**src/rtl/core/b2da_pkg.sv**
```systemverilog
// shared types and constants for the binary to decimal ascii converter
`timescale 1ns / 1ps

package b2da_pkg;

  localparam int unsigned DIGIT_W = 4;
  localparam int unsigned CHAR_W = 6;
  localparam logic [CHAR_W-1:0] ASCII_ZERO = 6'd48;

  typedef struct packed {
    logic load;
    logic shift;
    logic trim;
    logic pop;
  } b2da_cmd_t;

  typedef struct packed {
    logic shift_last;
    logic top_zero;
    logic one_left;
  } b2da_status_t;

endpackage

```
**src/rtl/core/binary_to_decimal_ascii.sv**
```systemverilog
// top level: unsigned binary to decimal ascii digit stream
// the first digit is offered after the serial shift step and the trim step, which
// drops the leading zeros; a new value is taken only after the last digit of the
// previous one is sent; one character per cycle on output while m_axis_tready is high
// reset clears the controller to idle and the counters; data registers are not reset
`timescale 1ns / 1ps

module binary_to_decimal_ascii import b2da_pkg::*; #(
  parameter int unsigned VALUE_BITS = 16
) (
  input  logic                                clk_i,
  input  logic                                rst_ni,
  input  logic                                s_axis_tvalid,
  output logic                                s_axis_tready,
  // value
  input  logic [((VALUE_BITS + 7) / 8)*8-1:0] s_axis_tdata,
  output logic                                m_axis_tvalid,
  input  logic                                m_axis_tready,
  // digit_char, then zero fill
  output logic [7:0]                          m_axis_tdata,
  // last_digit
  output logic                                m_axis_tlast
);

  localparam int unsigned DIGITS = (VALUE_BITS * 30103 + 99999) / 100000;

  b2da_cmd_t cmd;
  b2da_status_t status;
  logic [CHAR_W-1:0] digit_char;

  b2da_ctrl u_ctrl (
    .clk_i       (clk_i),
    .rst_ni      (rst_ni),
    .in_valid_i  (s_axis_tvalid),
    .in_ready_o  (s_axis_tready),
    .out_valid_o (m_axis_tvalid),
    .out_ready_i (m_axis_tready),
    .status_i    (status),
    .cmd_o       (cmd)
  );

  b2da_datapath #(
    .VALUE_BITS (VALUE_BITS),
    .DIGITS     (DIGITS)
  ) u_datapath (
    .clk_i        (clk_i),
    .rst_ni       (rst_ni),
    .cmd_i        (cmd),
    .value_i      (s_axis_tdata[VALUE_BITS-1:0]),
    .status_o     (status),
    .digit_char_o (digit_char),
    .last_digit_o (m_axis_tlast)
  );

  assign m_axis_tdata = {{(8-CHAR_W){1'b0}}, digit_char};

endmodule

```
**src/rtl/core/b2da_datapath.sv**
```systemverilog
// double dabble shift register, leading zero trim and digit output
`timescale 1ns / 1ps

module b2da_datapath import b2da_pkg::*; #(
  parameter int unsigned VALUE_BITS = 16,
  parameter int unsigned DIGITS = 5
) (
  input  logic                  clk_i,
  input  logic                  rst_ni,
  input  b2da_cmd_t             cmd_i,
  input  logic [VALUE_BITS-1:0] value_i,
  output b2da_status_t          status_o,
  output logic [CHAR_W-1:0]     digit_char_o,
  output logic                  last_digit_o
);

  localparam int unsigned BCD_W = DIGITS * DIGIT_W;
  localparam int unsigned SHIFT_W = (VALUE_BITS > 1) ? $clog2(VALUE_BITS) : 1;
  localparam int unsigned CNT_W = $clog2(DIGITS + 1);
  localparam logic [DIGIT_W-1:0] ADJ_MIN = 4'd5;
  localparam logic [DIGIT_W-1:0] ADJ_ADD = 4'd3;

  logic [VALUE_BITS-1:0] bin_q, bin_d;
  logic [BCD_W-1:0] bcd_q, bcd_d, adj;
  logic [SHIFT_W-1:0] shift_cnt_q, shift_cnt_d;
  logic [CNT_W-1:0] dig_cnt_q, dig_cnt_d;
  logic [DIGIT_W-1:0] top_digit;

  always_comb begin
    adj = bcd_q;
    for (int i = 0; i < int'(DIGITS); i++) begin
      if (bcd_q[i*DIGIT_W +: DIGIT_W] >= ADJ_MIN) begin
        adj[i*DIGIT_W +: DIGIT_W] = bcd_q[i*DIGIT_W +: DIGIT_W] + ADJ_ADD;
      end
    end
  end

  always_comb begin
    bin_d = bin_q;
    bcd_d = bcd_q;
    shift_cnt_d = shift_cnt_q;
    dig_cnt_d = dig_cnt_q;
    if (cmd_i.load) begin
      bin_d = value_i;
      bcd_d = '0;
      shift_cnt_d = '0;
      dig_cnt_d = CNT_W'(DIGITS);
    end else if (cmd_i.shift) begin
      bcd_d = {adj[BCD_W-2:0], bin_q[VALUE_BITS-1]};
      bin_d = {bin_q[VALUE_BITS-2:0], 1'b0};
      shift_cnt_d = shift_cnt_q + 1'b1;
    end else if (cmd_i.trim || cmd_i.pop) begin
      bcd_d = {bcd_q[BCD_W-DIGIT_W-1:0], {DIGIT_W{1'b0}}};
      dig_cnt_d = dig_cnt_q - 1'b1;
    end
  end

  always_ff @(posedge clk_i or negedge rst_ni) begin
    if (!rst_ni) begin
      shift_cnt_q <= '0;
      dig_cnt_q <= '0;
    end else begin
      shift_cnt_q <= shift_cnt_d;
      dig_cnt_q <= dig_cnt_d;
    end
  end

  always_ff @(posedge clk_i) begin
    bin_q <= bin_d;
    bcd_q <= bcd_d;
  end

  assign top_digit = bcd_q[BCD_W-1 -: DIGIT_W];

  assign status_o.shift_last = (shift_cnt_q == SHIFT_W'(VALUE_BITS - 1));
  assign status_o.top_zero = (top_digit == '0);
  assign status_o.one_left = (dig_cnt_q == CNT_W'(1));

  assign digit_char_o = ASCII_ZERO + {{(CHAR_W-DIGIT_W){1'b0}}, top_digit};
  assign last_digit_o = status_o.one_left;

endmodule

```
**src/rtl/core/b2da_ctrl.sv**
```systemverilog
// controller state machine for the binary to decimal ascii converter
`timescale 1ns / 1ps

module b2da_ctrl import b2da_pkg::*; (
  input  logic         clk_i,
  input  logic         rst_ni,
  input  logic         in_valid_i,
  output logic         in_ready_o,
  output logic         out_valid_o,
  input  logic         out_ready_i,
  input  b2da_status_t status_i,
  output b2da_cmd_t    cmd_o
);

  typedef enum logic [3:0] {
    ST_IDLE    = 4'b0001,
    ST_CONVERT = 4'b0010,
    ST_TRIM    = 4'b0100,
    ST_EMIT    = 4'b1000
  } state_e;

  state_e state_q, state_d;

  always_comb begin
    state_d = state_q;
    cmd_o = '0;
    in_ready_o = 1'b0;
    out_valid_o = 1'b0;
    unique case (state_q)
      ST_IDLE: begin
        in_ready_o = 1'b1;
        if (in_valid_i) begin
          cmd_o.load = 1'b1;
          state_d = ST_CONVERT;
        end
      end
      ST_CONVERT: begin
        cmd_o.shift = 1'b1;
        if (status_i.shift_last) begin
          state_d = ST_TRIM;
        end
      end
      ST_TRIM: begin
        if (status_i.top_zero && !status_i.one_left) begin
          cmd_o.trim = 1'b1;
        end else begin
          state_d = ST_EMIT;
        end
      end
      ST_EMIT: begin
        out_valid_o = 1'b1;
        if (out_ready_i) begin
          cmd_o.pop = 1'b1;
          if (status_i.one_left) begin
            state_d = ST_IDLE;
          end
        end
      end
      default: begin
        state_d = ST_IDLE;
      end
    endcase
  end

  always_ff @(posedge clk_i or negedge rst_ni) begin
    if (!rst_ni) begin
      state_q <= ST_IDLE;
    end else begin
      state_q <= state_d;
    end
  end

endmodule
```
**config.mk**
```make
export PLATFORM = sky130hd
export DESIGN_NAME = binary_to_decimal_ascii
export DESIGN_NICKNAME = d
export VERILOG_FILES = /design/src/rtl/core/b2da_pkg.sv /design/src/rtl/core/binary_to_decimal_ascii.sv /design/src/rtl/core/b2da_datapath.sv /design/src/rtl/core/b2da_ctrl.sv
export SDC_FILE = /design/constraint.sdc
export NUM_CORES = 1
export LEC_CHECK = 0
export BUFFER_PORTS_ARGS = -buffer_cell sky130_fd_sc_hd__buf_2
export CAP_MARGIN = 10
export CORE_ASPECT_RATIO = 1.75
export CORE_MARGIN = 8
export CORE_UTILIZATION = 54
export CTS_BUF_LIST = sky130_fd_sc_hd__clkbuf_8
export DETAILED_ROUTE_END_ITERATION = 6
export MAX_ROUTING_LAYER = met4
export PLACE_DENSITY = 0.86
export SETUP_SLACK_MARGIN = 0.3
export SKIP_CTS_REPAIR_TIMING = 1
export SLEW_MARGIN = 20
export SYNTH_ARGS = -nofsm -noshare
export SYNTH_HDL_FRONTEND = slang
export SYNTH_HIERARCHICAL = 1
export SYNTH_SLANG_ARGS = --single-unit
export TNS_END_PERCENT = 10
```
**constraint.sdc**
```tcl
create_clock -name clk_i -period 4 [get_ports clk_i]
set_input_delay 0.2 -clock clk_i [delete_from_list [all_inputs] [get_ports clk_i]]
set_output_delay 0.2 -clock clk_i [all_outputs]
set_load 0.005 [all_outputs]
```
# Yosys cells after proc, flatten, opt, wreduce, memory -nomap -nowiden
# Cells that the tools add are included.
op_classes:
  add_sub_neg: 8
  multipliers: 0
  n_div: 0
  magnitude_cmp: 5
  eq_ne: 12
  shift: 0
  mux: 29
  n_bitwise: 0
  n_reduce_logical: 9
op_table:
  columns: ["op", "n"]
  rows:
  - ["$mux W4", 11]
  - ["$mux W20", 2]
  - ["$mux W16", 2]
  - ["$ge A4 B3 Y1 const B", 5]
  - ["$add A4 B2 Y4 const B", 4]
  - ["$pmux W4 S4", 1]
  - ["$mux W3", 4]
  - ["$ne A2 B2 Y1 const B", 5]
  - ["$mux W1", 9]
  - ["$eq A4 B4 Y1 const B", 2]
  - ["$add A5 B5 Y6 const A", 1]
  - ["$reduce_bool A2 Y1", 3]
  - ["$reduce_and A5 Y1", 1]
  - ["$add A4 B1 Y4 const B", 1]
  - ["$eq A4 B1 Y1 const B", 1]
  - ["$eq A4 B2 Y1 const B", 1]
  - ["$eq A4 B3 Y1 const B", 1]
  - ["$logic_not A4 Y1", 1]
  - ["$add A3 B2 Y3 const B", 1]
  - ["$eq A3 B1 Y1 const B", 1]
  - ["$sub A3 B1 Y3 const B", 1]
  - ["$ne A2 B1 Y1 const B", 1]
  - ["$reduce_and A2 Y1", 1]
  - ["$logic_and A1 B1 Y1", 1]
  - ["other kinds (2)", 2]
word_totals:
  register_bits: 47
  latchBits: 0
  ramBits: 0
  mem_bits_ro: 0
  wordCells: 68
  n_memories: 0

# Logic depth before layout (Yosys ltp)
depth:
  word_depth: 9
  ltp_mapped: 11

# Hierarchy
# The synthesis kept the hierarchy.
by_module_without_submodules:
  columns: ["mod", "instances", "cells_per_inst", "area_per_inst_um2", "seq_area_each_um2"]
  rows:
  - ["b2da_datapath", 1, 231, 2388.5, 1056.0]
  - ["b2da_ctrl", 1, 27, 267.8, 101.3]
  - ["binary_to_decimal_ascii", 1, 3, 18.8, 0.0]

# Least setup slack after synthesis
# Ideal clock, no wire load.
synth_timing:
  path_kind: "reg-to-reg"
  start: "register u_datapath.dig_cnt_q[0]"
  end: "register u_datapath.bcd_q[14]"
  arrival_ps: 2085
  slack_ps: 1784
  path_stages_with_launch: 11
  n_path_buf: 2
  path_cell_list: "dfrtp_1 ha_1 nor2b_1 buf_4 nand2b_1 nor4b_1 nor2_2 buf_6 mux2_1 nand2_1 o311ai_1"
synth_lines:
  columns: ["item", "line", "text"]
  rows:
  - ["from (decl)", "b2da_datapath.sv:26", "logic [CNT_W-1:0] dig_cnt_q, dig_cnt_d;"]
  - ["from (signal assigned)", "b2da_datapath.sv:64", "dig_cnt_q <= dig_cnt_d;"]
  - ["to (signal assigned)", "b2da_datapath.sv:70", "bcd_q <= bcd_d;"]
  - ["to (decl)", "b2da_datapath.sv:24", "logic [BCD_W-1:0] bcd_q, bcd_d, adj;"]

==> key figures <==
Floorplan
  – Die Span X: 69.21 µm
  – Core Region: 0.004892 mm²
  – # IOs: 31
  – Die height: 109.1 µm
  – Starting Density: 54.68%
  – Placement row count: 34
  – Die area: 0.007551 mm²

Global routing
  – Total gr overflow: 0
  – Initial antenna violation count: 0
  – Vias in the first global route: 1966
  – Largest net degree at the start of global routing: between 40 and 50
  – GRT Total Usage: around 14%
  – First-pass GRT wire length: between 8000 and 9000 µm

Yosys
  – Post-Synthesis Cells: 261
  – Seq/Total Area, Yosys: between 40% and 50%
  – Largest family of logic cells by synthesized area: simple AND/OR/NAND/NOR gates
  – Synth area leader: edfxtp_1
  – Mean Syn Cell Area: 10.25 µm²
  – Number of flops mapped to enable cells by yosys: 16
  – Most frequent cells after synthesis: dfxtp_1, mux2_2, edfxtp_1, inv_1, nand2_1
  – Most frequent cell after synthesis: dfxtp_1
  – Count of different cell masters after synthesis: 49
  – Compound-Gate Fraction of Synth Area: between 10% and 20%
  – Post-synthesis adder-cell area fraction: 6.080%
  – Post-synthesis mux area share: 11.79%
  – Simple-gate area share of the yosys netlist: roughly 17%
  – FF+latch count, synth: 47
  – Post-Synth XOR/XNOR Area: 1.310%
  – Yosys warning count: 6
  – Synth area leaders: edfxtp_1, dfxtp_1, dfrtp_1
  – Asr flop ratio synth: approximately a quarter
  – Primary FF master, synth: dfxtp_1
  – Post-Syn Area: 0.002675 mm²
  – Yosys top cell area share: 17.96%

STA
  – Tightest hold margin: 0.1395 ns
  – Final hold viol count: 0
  – Slew headroom: 30.30%
  – Clock Skews: 0.006120 ns
  – FMAX: 378.6 MHz
  – Final Worst Setup Slack: 1.359 ns
  – Crit path time final: 2.641 ns
  – Final setup viols: 0
  – Setup tns final: 0 ns
  – Worst-margin pin slew: 1.044 ns
  – RSZ-0062 raised after global routing: false
  – Final period util: 66.04%
  – Slew Limit Fails: 0

Clock tree
  – Clock buffer count from CTS: 5
  – Clk buf depth: 2
  – CTS tree: done
  – Sink Count: 47
  – Root Buffer: clkbuf_8
  – Latest clock arrival within the worst-skew pair: 0.30 ns
  – # H-tree levels: 2
  – Reg clk slew, reported paths: 0.08 ns

Setup path
  – Crit Path Category: reg -> reg
  – CP arrival: 2.81 ns
  – CP Capture Type: flop
  – CP max FO: 22
  – Crit start category: flop
  – WP data required: about 4.2 ns

Power
  – Pwr dens: 608.2 mW/mm²
  – Power Total: approximately 1.7 mW
  – Max VDD drop: 504.7 µV
  – Leakage power: 1.169 nW

Final layout
  – Share of layout cells above drive strength 1: 21.94%
  – Area Growth Syn to Fin: 6.735%
  – Fin util: 58.36%
  – Post-route cell area: 0.002855 mm²
  – Final std cells w/o fill: 332
  – Final #Nets: 310
  – N_diodes: 0
  – Fill cells: about 430

Drt
  – Final wirelength: between 5000 and 6000 µm
  – Remaining DRCs: 0
  – DR vias: between 1500 and 2000
  – Met3 WL post-DR: 211 µm
  – Iter 0 DRT Violations: 39
  – Top routing layer in use: met4
  – DR vias/cell: 5.756
  – Wl on met1: 2027 µm
  – Routed len/inst: around 15 µm
  – ANT nets after route: 0
  – Routed wl met2: 2692 µm
  – Drt first pass iters: 4

Placed design
  – Port Buffers: 26
  – Dpl ws: 1.360 ns
  – Dpl cells: 323
  – DP Area: 0.002754 mm²
  – Dpl hpwl: approximately 3600 µm
  – GP Congestion: 0.7970

Job
  – Max-cap violation count: 0

Run status
  – Status: complete, no violations

Min path
  – Hold/Removal Path Class: in -> reg
-- routing by layer --
metal / vias up / GRT usage [%]
li1: 959 / -
met1: 908 / 13.19
met2: 35 / 25.61
met3: 9 / 3.279
met4: 0 / 7.511
met5: - / -
-- registers in the layout, summed over array words and instances, names as in the netlist --
signal and count:
u_datapath/shift_cnt_q 4, u_datapath/bcd_q 20, u_datapath/dig_cnt_q 3, u_datapath/bin_q 16, u_ctrl/state_q 4
-- cell type report --
type | count | area, µm² | share of cell area (%)
clock buffer | 6 | 82.58 | 2.892
clock inverter | 2 | 8.758 | 0.3067
inverter | 16 | 60.06 | 2.103
multi-input combinational | 178 | 1324 | 46.36
sequential | 47 | 1157 | 40.53
tap | 54 | 67.56 | 2.366
timing repair buffer | 29 | 155.1 | 5.434
-- where the power goes --
part           internal (mW)  switching (mW)  leakage (nW)
Sequential             0.694           0.120         0.453
Combinational          0.289           0.343         0.663
Clock                  0.137           0.153        0.0524
-- layout by cell type (no fill, tap or decap), drive strengths merged, types with 6 or more instances in the layout --
| cell | n |
|---|---|
| o21ai | 9 |
| ha | 13 |
| nor2 | 15 |
| edfxtp | 16 |
| dfrtp | 10 |
| a211oi | 8 |
| mux2i | 9 |
| buf | 28 |
| mux2 | 20 |
| nor3b | 9 |
| nand2b | 8 |
| a311oi | 6 |
| a21oi | 14 |
| nand2 | 17 |
| dfxtp | 20 |
| clkbuf | 6 |
| inv | 17 |
-- worst max-delay path, cell delays in order (launching register included) --
cell and delay [ns]:
dfxtp_1 0.39, inv_1 0.10, ha_1 0.24, nor3b_1 0.15, nand2b_1 0.12, nor4b_1 0.09, nor2_2 0.81, nor2_1 0.28
a31oi_1 0.24, a211oi_1 0.10
-- cell families after synthesis --
group                    after synthesis
XOR/XNOR                               4
other                                  2
adder cells (fa/ha/maj)               13
multiplexers                          29
buffers and inverters                 38
flip-flops                            47
AND/OR/NAND/NOR                       76
AO/OA/AOI/OAI                         52
-- final timing paths --
kind                                       from                        end  slack [ns]  depth (start not counted)
min reg2reg                u_datapath/bin_q[15]        u_datapath/bcd_q[0]        0.52                          2
max                        u_datapath/bcd_q[16]       u_datapath/bcd_q[19]        1.36                          9
max reg2reg                u_datapath/bcd_q[16]       u_datapath/bcd_q[19]        1.36                          9
min                               s_axis_tvalid          u_ctrl/state_q[1]        0.14                          3
max in group asynchronous                rst_ni          u_ctrl/state_q[0]        3.43                          2
min in group asynchronous                rst_ni  u_datapath/shift_cnt_q[2]        0.30                          2
Note: power is estimated with default switching activity, not from simulation.
